===== src/rtl/core/bapf_pkg.sv =====
// Shared types and constants for the advertising prefix filter.
// No dependencies; imported by every module of the block.
package bapf_pkg;

  localparam int MAX_PAYLOAD  = 37;
  localparam int HARD_MAX_LEN = 37;
  localparam int LEN_UPPER_I  = (MAX_PAYLOAD < HARD_MAX_LEN) ? MAX_PAYLOAD : HARD_MAX_LEN;

  localparam int DATA_DEPTH = 31;
  localparam int DATA_AW    = $clog2(DATA_DEPTH);

  localparam logic [7:0] MIN_LEN   = 8'd6;
  localparam logic [7:0] LEN_UPPER = LEN_UPPER_I[7:0];
  localparam int         TXADD_BIT = 6;

  localparam logic [5:0] POS_HEADER     = 6'd0;
  localparam logic [5:0] POS_LENGTH     = 6'd1;
  localparam logic [5:0] POS_ADDR_FIRST = 6'd2;
  localparam logic [5:0] POS_DATA_FIRST = 6'd8;
  localparam logic [5:0] POS_DATA_END   = POS_DATA_FIRST + DATA_DEPTH[5:0];
  localparam logic [5:0] POS_MAX        = 6'd63;

  localparam logic [23:0] VENDOR_PREFIX_RESET = 24'h78818C;
  localparam logic [15:0] TYPE_MASK_RESET     = 16'h0045;

  localparam logic CFG_VENDOR_PREFIX = 1'b0;
  localparam logic CFG_TYPE_MASK     = 1'b1;

  localparam logic CMD_PACKET_BYTE = 1'b0;
  localparam logic CMD_CLEAR       = 1'b1;

  localparam logic ITEM_STATUS = 1'b0;
  localparam logic ITEM_DATA   = 1'b1;

  typedef enum logic [1:0] {
    VERDICT_CRC_ERROR = 2'd0,
    VERDICT_LOCKED    = 2'd1,
    VERDICT_REJECTED  = 2'd2,
    VERDICT_MATCHED   = 2'd3
  } verdict_t;

  typedef struct packed {
    verdict_t verdict;
    logic     match;
  } check_res_t;

endpackage


===== src/rtl/core/bapf_frame_check.sv =====
// Packet acceptance check for the advertising prefix filter.
// Depends on bapf_pkg for the verdict type and length limits.
module bapf_frame_check
  import bapf_pkg::*;
(
  input  logic [7:0]  header,
  input  logic [7:0]  length,
  input  logic [5:0]  position,
  input  logic [47:0] address,
  input  logic [23:0] prefix,
  input  logic [15:0] type_mask,
  input  logic        crc_good,
  input  logic        locked,
  output check_res_t  res
);

  logic [8:0] need_pos;
  logic       accept_pkt;

  always_comb begin
    need_pos   = {1'b0, length} + 9'd2;
    accept_pkt = type_mask[header[3:0]]
                 && (length >= MIN_LEN) && (length <= LEN_UPPER)
                 && !header[TXADD_BIT]
                 && ({3'b000, position} >= need_pos)
                 && (address[47:24] == prefix);
    priority if (!crc_good) begin
      res.verdict = VERDICT_CRC_ERROR;
    end else if (locked) begin
      res.verdict = VERDICT_LOCKED;
    end else if (accept_pkt) begin
      res.verdict = VERDICT_MATCHED;
    end else begin
      res.verdict = VERDICT_REJECTED;
    end
    res.match = (res.verdict == VERDICT_MATCHED);
  end

endmodule


===== src/rtl/core/ble_adv_prefix_filter_unit.sv =====
// Top level of the advertising prefix filter: packet assembly, data store, output register.
// Depends on bapf_pkg and bapf_frame_check.
//
// Usage: the receiver side pushes PDU bytes as requests on the in_ channel,
// header first, then length, then payload, with in_byte_last and in_crc_good
// on the final byte. A request with in_command set clears the counters, the
// lock and the capture and starts a new session; it produces no result.
// Configuration (vendor prefix, accepted PDU type mask) is written through
// the cfg_ channel, which is always ready, while the block is idle.
// Every ended packet yields one status request on the out_ channel, in the cycle
// after its final byte is accepted. The first matching packet of a session
// is followed by its advertising data bytes, one per cycle while the receiver
// keeps taking them, read in turn from the on-chip data store; during that run
// the input is held off. Throughput is one byte per cycle otherwise, set by
// the single output register: a byte is taken whenever that register is empty
// or being emptied. When the receiver stalls, the result waits in the output
// register and input is held off until it is taken.
// Reset (synchronous, rst_n low) clears counters, lock, capture and the
// packet in progress and restores the register defaults; the data store
// needs no clearing, since only bytes of the current packet are ever read.
module ble_adv_prefix_filter_unit
  import bapf_pkg::*;
(
  input  logic        clk,
  input  logic        rst_n,

  input  logic        in_valid,
  output logic        in_ready,
  input  logic        in_command,
  input  logic [7:0]  in_rx_byte,
  input  logic        in_byte_last,
  input  logic        in_crc_good,

  output logic        out_valid,
  input  logic        out_ready,
  output logic        out_item_kind,
  output logic [1:0]  out_verdict,
  output logic [31:0] out_packets_seen,
  output logic [31:0] out_packets_crc_ok,
  output logic [31:0] out_packets_matched,
  output logic        out_locked,
  output logic [47:0] out_peer_address,
  output logic [4:0]  out_peer_data_length,
  output logic [7:0]  out_data_value,
  output logic        out_run_last,

  input  logic        cfg_valid,
  output logic        cfg_ready,
  input  logic        cfg_index,
  input  logic [23:0] cfg_data
);

  // Configuration registers
  logic [23:0] prefix_r;
  logic [15:0] type_mask_r;

  // Packet being assembled
  logic [5:0]  pos_r, pos_asm, pos_nxt;
  logic [7:0]  hdr_r, hdr_asm, hdr_nxt;
  logic [7:0]  len_r, len_asm, len_nxt;
  logic [47:0] addr_r, addr_asm, addr_nxt;
  logic [2:0]  addr_slot;

  // Session state
  logic [47:0] cap_addr_r, cap_addr_nxt;
  logic [4:0]  cap_len_r, cap_len_nxt;
  logic        lock_r, lock_nxt;
  logic [31:0] cnt_total_r, cnt_total_nxt;
  logic [31:0] cnt_crc_r, cnt_crc_nxt;
  logic [31:0] cnt_match_r, cnt_match_nxt;

  // Data run after a match
  logic               drain_r, drain_nxt;
  logic [DATA_AW-1:0] rd_idx_r, rd_idx_nxt;

  // Data store, one write port and one registered read port
  logic [7:0]         mem [DATA_DEPTH];
  logic               mem_we;
  logic [5:0]         mem_off;
  logic [DATA_AW-1:0] mem_waddr;
  logic [7:0]         rd_data_r;

  // Output register
  logic        out_valid_r, out_valid_nxt;
  logic        out_kind_r, out_kind_nxt;
  verdict_t    out_verdict_r, out_verdict_nxt;
  logic [7:0]  out_data_r, out_data_nxt;
  logic        out_last_r, out_last_nxt;
  logic        out_free;

  logic        accept, byte_acc, clr_acc, end_pkt, data_load;
  logic [4:0]  new_cap_len;
  check_res_t  chk;

  assign cfg_ready = 1'b1;
  assign out_free  = !out_valid_r || out_ready;
  assign in_ready  = !drain_r && out_free;
  assign accept    = in_valid && in_ready;
  assign byte_acc  = accept && (in_command == CMD_PACKET_BYTE);
  assign clr_acc   = accept && (in_command == CMD_CLEAR);
  assign end_pkt   = byte_acc && in_byte_last;
  assign data_load = drain_r && out_free;

  // The check sees the packet including the byte that ends it.
  bapf_frame_check u_check (
    .header    (hdr_asm),
    .length    (len_asm),
    .position  (pos_asm),
    .address   (addr_asm),
    .prefix    (prefix_r),
    .type_mask (type_mask_r),
    .crc_good  (in_crc_good),
    .locked    (lock_r),
    .res       (chk)
  );

  // Byte assembly: header, length, six address bytes, then the data store.
  always_comb begin
    hdr_asm   = hdr_r;
    len_asm   = len_r;
    addr_asm  = addr_r;
    pos_asm   = pos_r;
    mem_we    = 1'b0;
    mem_off   = pos_r - POS_DATA_FIRST;
    mem_waddr = mem_off[DATA_AW-1:0];
    addr_slot = pos_r[2:0] - POS_ADDR_FIRST[2:0];
    if (byte_acc) begin
      priority if (pos_r == POS_HEADER) begin
        hdr_asm = in_rx_byte;
      end else if (pos_r == POS_LENGTH) begin
        len_asm = in_rx_byte;
      end else if (pos_r < POS_DATA_FIRST) begin
        addr_asm[{addr_slot, 3'b000} +: 8] = in_rx_byte;
      end else if (pos_r < POS_DATA_END) begin
        mem_we = 1'b1;
      end else begin
        // Bytes past the store are counted in the position only.
        mem_we = 1'b0;
      end
      if (pos_r < POS_MAX) begin
        pos_asm = pos_r + 6'd1;
      end
    end
  end

  // Session bookkeeping, data run and output register loading.
  always_comb begin
    new_cap_len     = len_asm[4:0] - MIN_LEN[4:0];
    hdr_nxt         = hdr_asm;
    len_nxt         = len_asm;
    addr_nxt        = addr_asm;
    pos_nxt         = pos_asm;
    cap_addr_nxt    = cap_addr_r;
    cap_len_nxt     = cap_len_r;
    lock_nxt        = lock_r;
    cnt_total_nxt   = cnt_total_r;
    cnt_crc_nxt     = cnt_crc_r;
    cnt_match_nxt   = cnt_match_r;
    drain_nxt       = drain_r;
    rd_idx_nxt      = rd_idx_r;
    out_valid_nxt   = out_valid_r && !out_ready;
    out_kind_nxt    = out_kind_r;
    out_verdict_nxt = out_verdict_r;
    out_data_nxt    = out_data_r;
    out_last_nxt    = out_last_r;

    if (clr_acc) begin
      hdr_nxt       = '0;
      len_nxt       = '0;
      addr_nxt      = '0;
      pos_nxt       = '0;
      cap_addr_nxt  = '0;
      cap_len_nxt   = '0;
      lock_nxt      = 1'b0;
      cnt_total_nxt = '0;
      cnt_crc_nxt   = '0;
      cnt_match_nxt = '0;
    end

    if (end_pkt) begin
      hdr_nxt         = '0;
      len_nxt         = '0;
      addr_nxt        = '0;
      pos_nxt         = '0;
      cnt_total_nxt   = cnt_total_r + 32'd1;
      if (in_crc_good) begin
        cnt_crc_nxt = cnt_crc_r + 32'd1;
      end
      out_valid_nxt   = 1'b1;
      out_kind_nxt    = ITEM_STATUS;
      out_verdict_nxt = chk.verdict;
      out_data_nxt    = '0;
      out_last_nxt    = 1'b1;
      if (chk.match) begin
        cnt_match_nxt = cnt_match_r + 32'd1;
        lock_nxt      = 1'b1;
        cap_addr_nxt  = addr_asm;
        cap_len_nxt   = new_cap_len;
        out_last_nxt  = (new_cap_len == 5'd0);
        drain_nxt     = (new_cap_len != 5'd0);
        rd_idx_nxt    = '0;
      end
    end else if (data_load) begin
      out_valid_nxt = 1'b1;
      out_kind_nxt  = ITEM_DATA;
      out_data_nxt  = rd_data_r;
      if ({1'b0, rd_idx_r} == {1'b0, cap_len_r} - 6'd1) begin
        out_last_nxt = 1'b1;
        drain_nxt    = 1'b0;
        rd_idx_nxt   = '0;
      end else begin
        out_last_nxt = 1'b0;
        rd_idx_nxt   = rd_idx_r + 1'b1;
      end
    end
  end

  // The read address follows the next data index, so rd_data_r always holds
  // the entry under rd_idx_r. A write to the same entry is forwarded.
  always_ff @(posedge clk) begin
    if (mem_we) begin
      mem[mem_waddr] <= in_rx_byte;
    end
    if (mem_we && (mem_waddr == rd_idx_nxt)) begin
      rd_data_r <= in_rx_byte;
    end else begin
      rd_data_r <= mem[rd_idx_nxt];
    end
  end

  always_ff @(posedge clk) begin
    if (!rst_n) begin
      prefix_r    <= VENDOR_PREFIX_RESET;
      type_mask_r <= TYPE_MASK_RESET;
      pos_r       <= '0;
      hdr_r       <= '0;
      len_r       <= '0;
      addr_r      <= '0;
      cap_addr_r  <= '0;
      cap_len_r   <= '0;
      lock_r      <= 1'b0;
      cnt_total_r <= '0;
      cnt_crc_r   <= '0;
      cnt_match_r <= '0;
      drain_r     <= 1'b0;
      rd_idx_r    <= '0;
      out_valid_r <= 1'b0;
    end else begin
      if (cfg_valid && cfg_ready) begin
        unique case (cfg_index)
          CFG_VENDOR_PREFIX: prefix_r    <= cfg_data;
          CFG_TYPE_MASK:     type_mask_r <= cfg_data[15:0];
          default:           prefix_r    <= prefix_r;
        endcase
      end
      pos_r       <= pos_nxt;
      hdr_r       <= hdr_nxt;
      len_r       <= len_nxt;
      addr_r      <= addr_nxt;
      cap_addr_r  <= cap_addr_nxt;
      cap_len_r   <= cap_len_nxt;
      lock_r      <= lock_nxt;
      cnt_total_r <= cnt_total_nxt;
      cnt_crc_r   <= cnt_crc_nxt;
      cnt_match_r <= cnt_match_nxt;
      drain_r     <= drain_nxt;
      rd_idx_r    <= rd_idx_nxt;
      out_valid_r <= out_valid_nxt;
    end
  end

  // Output payload; the status fields are sampled when a status item loads.
  logic [31:0] o_seen_r, o_crc_r, o_match_r;
  logic        o_lock_r;
  logic [47:0] o_addr_r;
  logic [4:0]  o_len_r;

  always_ff @(posedge clk) begin
    out_kind_r    <= out_kind_nxt;
    out_verdict_r <= out_verdict_nxt;
    out_data_r    <= out_data_nxt;
    out_last_r    <= out_last_nxt;
    if (end_pkt) begin
      o_seen_r  <= cnt_total_nxt;
      o_crc_r   <= cnt_crc_nxt;
      o_match_r <= cnt_match_nxt;
      o_lock_r  <= lock_nxt;
      o_addr_r  <= cap_addr_nxt;
      o_len_r   <= cap_len_nxt;
    end
  end

  assign out_valid            = out_valid_r;
  assign out_item_kind        = out_kind_r;
  assign out_verdict          = out_verdict_r;
  assign out_packets_seen     = o_seen_r;
  assign out_packets_crc_ok   = o_crc_r;
  assign out_packets_matched  = o_match_r;
  assign out_locked           = o_lock_r;
  assign out_peer_address     = o_addr_r;
  assign out_peer_data_length = o_len_r;
  assign out_data_value       = out_data_r;
  assign out_run_last         = out_last_r;

endmodule


===== config.mk =====
export PLATFORM = sky130hd
export DESIGN_NAME = ble_adv_prefix_filter_unit
export DESIGN_NICKNAME = d
export VERILOG_FILES = /design/src/rtl/core/bapf_pkg.sv /design/src/rtl/core/bapf_frame_check.sv /design/src/rtl/core/ble_adv_prefix_filter_unit.sv
export SDC_FILE = /design/constraint.sdc
export NUM_CORES = 1
export LEC_CHECK = 0
export ABC_AREA = 1
export BUFFER_PORTS_ARGS = -buffer_cell sky130_fd_sc_hd__buf_2
export CAP_MARGIN = 20
export CORE_MARGIN = 3
export CORE_UTILIZATION = 40
export CTS_CLUSTER_SIZE = 14
export DETAILED_ROUTE_END_ITERATION = 12
export PLACE_DENSITY_LB_ADDON = 0.25
export SYNTH_ARGS = -nofsm -noshare
export SYNTH_HDL_FRONTEND = slang
export SYNTH_SLANG_ARGS = --single-unit

===== constraint.sdc =====
create_clock -name clk -period 10.53 [get_ports clk]
set_clock_uncertainty 0.2 [all_clocks]
set_input_delay 0 -clock clk [delete_from_list [all_inputs] [get_ports clk]]
set_output_delay 0 -clock clk [all_outputs]
set_load 0.02 [all_outputs]

==> results of run 1 <==
==> layout make-up <==
class | instances | area share
repair buffers | 312 | 0.06038
multi-input cells | 1946 | 0.2781
flip-flops and latches | 679 | 0.5179
well taps | 940 | 0.03459
inverters | 310 | 0.03459
clock buffers | 94 | 0.06001
clock inverters | 46 | 0.01439
==> logic make-up after synthesis <==
logic type | after synthesis | share of synthesized area
xor+xnor | 40 | 0.01214
compound gates | 509 | 0.1017
simple gates | 1373 | 0.2037
other cells | 1 | 0.0001300
buf+inv | 452 | 0.06236
flops | 679 | 0.6102
fa+ha+maj | 20 | 0.008673
mux | 3 | 0.001041
==> worst paths after layout <==
kind | from | endpoint | slack (ps) | cells after the start
setup reg to reg | out_valid$_SDFF_PN0_ | cap_addr_r[33]$_SDFF_PN0_ | 4100 | 28
hold / removal | cfg_data[2] | type_mask_r[2]$_SDFFE_PN1P_ | 6 | 4
setup / recovery | out_valid$_SDFF_PN0_ | cap_addr_r[33]$_SDFF_PN0_ | 4100 | 28
hold reg to reg | type_mask_r[7]$_SDFFE_PN0P_ | type_mask_r[7]$_SDFFE_PN0P_ | 250 | 2
==> metal layers <==
layer,share of wire,wire (um)
met2,0.48,36930
met3,0.049,3766
met4,0.032,2466
met5,0,0
met1,0.44,34210
==> registers in the layout (all words and copies together), names as in the netlist, 48 cells and up, named ones only <==
signal	count
mem	248
addr_r	48
cap_addr_r	48
out_peer_address	48
==> worst min-delay path, delay by kind of cell <==
family	cells	cell delay, ps
buffers and inverters	2	660
AO/OA/AOI/OAI	1	70
AND/OR/NAND/NOR	1	60
==> Yosys cell counts (10+ instances only) <==
cell type,count
inv_1,301
clkbuf_1,100
o211ai_1,32
buf_4,11
xnor2_1,16
nor2_1,373
buf_2,10
ha_1,20
nor3_1,36
o221ai_1,25
o21ai_0,208
a21oi_1,157
nand4_1,27
buf_1,15
nand3b_1,10
edfxtp_1,401
nand3_1,257
nand2_2,17
o22ai_1,31
xor2_1,24
a211oi_1,12
nand2_1,601
dfxtp_1,278
==> per-stage QoR <==
| step | std cells | cell area (um^2) |
|---|---|---|
| final | 4327 | 34010 |
| after global routing | 4327 | 34010 |
| after global placement | 4106 | 30650 |
| after detailed placement | 4107 | 30660 |
| after floorplan | 3077 | 28850 |
| after CTS | 4326 | 33980 |
==> placed cells by master (no fill, tap or decap), drive strengths merged, types with 94 or more instances in the layout <==
cell type  count
nand2        620
nand3        263
dfxtp        278
nor2         385
clkbuf        94
inv          312
o21ai        210
a21oi        161
buf          233
edfxtp       401
==> power groups by stage <==
stage | clock [mW] | combinational (mW) | sequential, mW
after floorplan | 0 | 0.113 | 2.93
after global placement | 0 | 0.230 | 2.91
after detailed placement | 0 | 0.231 | 2.91
after CTS | 2.72 | 0.254 | 2.85
after global routing | 2.83 | 0.279 | 2.86
final | 2.67 | 0.254 | 2.85
==> summary.txt, run 1 <==
Outcome
  – Status: completed

Cells and area
  – Nets: 3,385
  – Area growth syn-to-layout: 17.86%
  – Filler cells: 6,635
  – Register area: 0.01761 mm^2
  – Final core utilization: 0.4806
  – Layout cell share with drive strength beyond 1: 0.1213
  – Area taken by multi-input logic gates: 0.009458 mm^2
  – N_diodes: 0

Min path
  – HP Class: primary input to register

Pwr
  – Worst IR drop on VDD: 0.1149 mV
  – Total power: 5.774 mW
  – Static Leakage: 13.44 nW
  – PD cells: 169.8 mW/mm^2
  – Pint: 4.474 mW
  – Logic gate share of total power: 0.044
  – Clock share of power: 0.462
  – Sw Share: 0.2252
  – Sequential share of power: 0.494
  – NetSw: 1.300 mW

Route
  – DR WL/cell: 17.88 um
  – DRT Pass-1 Iters: 6
  – Total number of vias: 22,050
  – Iteration-0 DRC Markers: 1,616
  – DRC: 0
  – Drt via density: 5.096
  – WL final: 77.38 mm
  – DRT antenna net count: 0

STA
  – Final Cycle Share: 0.6106
  – Slew margin rel.: 0.2944
  – WHS: 6.414 ps
  – Final WS setup: 4100 ps
  – Maximum clock frequency: 155.5 MHz
  – Min Tclk post-route: 6430 ps
  – Setup TNS Final: 0 ps
  – Max-slew violations: 0
  – RSZ-0062 raised after global routing: no
  – Slew @ Worst Pin: 1058 ps
  – Hold Vio Cnt, Final: 0
  – Final setup violation count: 0

Floorplanning
  – Die Ht: 274.6 um
  – Top-Level Pins: 206
  – DIE WIDTH: 274.6 um
  – Core Area: 0.07076 mm^2
  – # rows: 97
  – Starting Density: 0.4078
  – Die Area: 0.07539 mm^2

Setup path
  – Worst endpoint data arrival time: 6760 ps
  – Startpoint types: register
  – CP delay by family, top: simple AND/OR/NAND/NOR gates
  – WS Path Type: register to register
  – CP Buf/Inv Count: 3
  – Worst EP required: 10,860 ps
  – Worst path max stage delay: 1000 ps
  – Worst setup EP type: register
  – CP max stage cell: dlygate4sd3_1
  – Critical Path Fanout Max: 53
  – Crit-path most repeated cell: nand2_1

Clock network
  – CTS clock-pin slew for the worst setup and hold paths: 60 ps
  – Clock Latency Late Sink: 630 ps
  – CTS max path bufs: 3
  – H-tree levels: 3
  – CTS Root Cell: clkbuf_16
  – Post-CTS Resized: 0
  – Setup bufs post-CTS: 0
  – Clk sinks: 679
  – CTS tree: built
  – Hold Buf Count CTS: 79
  – TritonCTS Buffers: 75

Global routing
  – Initial antenna violation count: 0
  – Met2 Usage GRT: 0.3383
  – All-Layer GR Usage: 0.2049
  – GRT busiest layer: met2
  – Vias in the first global route: 20,970
  – Met1 usage: 0.2767
  – GRT overflow: 0
  – First-pass GRT wire length: 120.8 mm
  – GR Util met3: 0.02782
  – Pin count of the biggest net entering global routing: 93

Synth
  – Top post-synthesis cells by area: edfxtp_1 42%, dfxtp_1 19%, nand2_1 7.8%
  – Post-Synthesis Cell Area: 0.02885 mm^2
  – Count of cell types in the netlist: 54
  – Seq/Total Area, Yosys: 0.6102
  – Synth warn: 0
  – Syn Area/Cell: 9.377 um^2
  – Yosys reg bits: 679
  – EDFF count, synth: 401
  – Top-area cell type share of the netlist area: 0.4173
  – Yosys top cell by area: edfxtp_1
  – Mapped Cells: 3,077
  – Syn Nets: 3,138
  – Asr flop ratio synth: 0
  – Top FF cell, synth: edfxtp_1

Placed design
  – Pre-CTS setup slack: 4752 ps
  – DP Wirelength: 49.26 mm
  – I/O Buffers: 204
  – RePlAce Congestion: 0.8525

Job
  – Max cap viols: 0
Power figures use the tool's default switching activity.
==> inputs of run 2 (changes only) <==
clock period = 5.4 ns   (was 10.53 ns; I/O delays follow)
==> run 2 against run 1 <==
Net effect: the run now ends with hold timing left; via count is 0.86% higher; largest power group unchanged; utilization about the same; sequential cell count did not move; total power grew 92%; critical path depth is 1 higher.
==> summary.txt, run 2 (same netlist as run 1, synthesis figures left out) <==
Outcome
  – Status: complete, but fails checks
  – Failing checks: hold timing

Cells and area
  – Nets: 3,393 (+0.24%)
  – Commonest non-fill, non-tap cell in the layout: nand2_1
  – Commonest non-fill, non-tap cells in the layout: 600 x nand2_1, 401 x edfxtp_1, 373 x nor2_1
  – N_diodes: 0 (unchanged)
  – Max reg flops: 248 (unchanged)
  – Finished Layout Cells: 4,332 (+0.12%)
  – Largest Register: mem
  – Area growth syn-to-layout: 17.82% (about the same)
  – Layout cell share with drive strength beyond 1: 0.1229 (+0.001590)
  – Final core utilization: 0.4804 (about the same)
  – Filler cells: 6,602 (-0.50%)

Setup path
  – Worst path max stage delay: 580 ps (-420 ps)
  – CP max stage cell: dlygate4sd3_1
  – Crit-path most repeated cell: nand2_1
  – Worst R2R Setup Slack: 520 ps (-3580 ps)
  – Critical Path Fanout Max: 30 (-43%)
  – WS Path Type: register to register
  – Worst setup EP type: register
  – Worst endpoint data arrival time: 5050 ps (-1710 ps)
  – Startpoint types: register
  – Worst EP required: 5560 ps (-5300 ps)

Pwr
  – Worst IR drop on VDD: 0.2688 mV (+130%)
  – PD cells: 326.0 mW/mm^2 (+92%)
  – Static Leakage: 13.45 nW (about the same)

Floorplanning
  – Core Area: 0.07076 mm^2 (unchanged)
  – Top-Level Pins: 206 (unchanged)
  – Starting Density: 0.4078 (unchanged)
  – Die Ht: 274.6 um (unchanged)
  – DIE WIDTH: 274.6 um (unchanged)
  – # rows: 97 (unchanged)
  – Die Area: 0.07539 mm^2 (unchanged)

Route
  – Iteration-0 DRC Markers: 1,713 (+6.0%)
  – DR WL/cell: 18.25 um (+2.1%)
  – WL final: 79.08 mm (+2.2%)
  – DRC: 0 (unchanged)
  – DRT antenna net count: 0 (unchanged)
  – Total number of vias: 22,240 (+0.86%)
  – Drt via density: 5.134 (+0.75%)
  – DRT Pass-1 Iters: 5 (-1)

Placed design
  – DP Wirelength: 51.23 mm (+4.0%)
  – Pre-CTS setup slack: 621.9 ps (-4130 ps)
  – Dpl cells: 4,119 (+0.29%)
  – I/O Buffers: 204 (unchanged)
  – RePlAce Congestion: 0.8492 (-0.39%)

Global routing
  – First-pass GRT wire length: 122.4 mm (+1.3%)
  – Pin count of the biggest net entering global routing: 89 (-4.3%)
  – All-Layer GR Usage: 0.2080 (+0.003022)
  – Initial antenna violation count: 0 (unchanged)
  – GRT overflow: 0 (unchanged)
  – Vias in the first global route: 21,010 (+0.21%)

Clock network
  – TritonCTS Buffers: 73 (-2.7%)
  – H-tree levels: 3 (unchanged)
  – CTS Root Cell: clkbuf_16
  – Clk sinks: 679 (unchanged)
  – Clock Latency Late Sink: 630 ps (about the same)
  – CTS tree: built
  – CTS clock-pin slew for the worst setup and hold paths: 70 ps (about the same)
  – CTS max path bufs: 3 (unchanged)

STA
  – Final WS setup: 516.4 ps (-3584 ps)
  – Hold Vio Cnt, Final: 1 (+1)
  – Min Tclk post-route: 4884 ps (-1546 ps)
  – Max-slew violations: 0 (unchanged)
  – Slew @ Worst Pin: 1039 ps (-19.08 ps)
  – Maximum clock frequency: 204.8 MHz (+32%)
  – WHS: -0.2330 ps (-6.647 ps)
  – Setup TNS Final: 0 ps (unchanged)
  – Slew margin rel.: 0.3045 (+0.01016)
  – Final setup violation count: 0 (unchanged)
  – Final Cycle Share: 0.9044 (+0.2938)
  – RSZ-0062 raised after global routing: no

Job
  – Max cap viols: 0 (unchanged)

Min path
  – HP Class: primary input to register
run 2: power by group:
part	leakage, nW	internal (mW)	total, mW	switching (mW)
Clock	1.18	2.90	5.01	2.11
Combinational	6.46	0.144	0.504	0.361
Sequential	5.81	5.53	5.56	0.0344
Total	13.4	8.57	11.1	2.51
run 2: timing repair:
action,in CTS,in global routing
resized for setup,0,2
setup buffers,0,1
endpoints found under the setup margin,0,135
endpoints found under the hold margin,434,0
hold buffers,77,0
run 2: stage by stage:
stage | power [mW] | area [um^2]
2_1_floorplan | 5.933 | 28860
3_3_place_gp | 6.139 | 30780
3_5_place_dp | 6.139 | 30780
4_1_cts | 11.18 | 33980
5_1_grt | 11.43 | 33990
6_report | 11.08 | 33990
run 2: cell type report:
type                            instances  area, um^2  share of cell area
Sequential cell                       679       17610              0.5181
Tap cell                              940        1176             0.03460
Inverter                              310        1176             0.03460
Multi-Input combinational cell       1946        9458              0.2782
Clock buffer                          101        2063             0.06069
Timing Repair Buffer                  322        2141             0.06298
Clock inverter                         34       366.6             0.01078
run 2: critical path: cells and delay by family, from the launching register on:
family	cells	cell delay, ps
compound gates	1	190
buf+inv	5	1090
flops	1	370
fa+ha+maj	2	560
simple gates	21	2200
run 2: final timing paths:
| kind | from | endpoint | cells past startpoint |
|---|---|---|---|
| max | pos_r[1]$_SDFF_PP0_ | out_packets_matched[8]$_DFFE_PP_ | 29 |
| min | cfg_data[2] | type_mask_r[2]$_SDFFE_PN1P_ | 4 |
| max reg2reg | pos_r[1]$_SDFF_PP0_ | out_packets_matched[8]$_DFFE_PP_ | 29 |
| min reg2reg | type_mask_r[13]$_SDFFE_PN0P_ | type_mask_r[13]$_SDFFE_PN0P_ | 2 |
run 2: routing by layer:
metal,GRT usage,share of wire,vias to the layer above
met4,0.06650,0.027,0
met1,0.2798,0.44,10610
met2,0.3490,0.48,573
met5,0,0,-
met3,0.02747,0.048,117
li1,-,-,10940
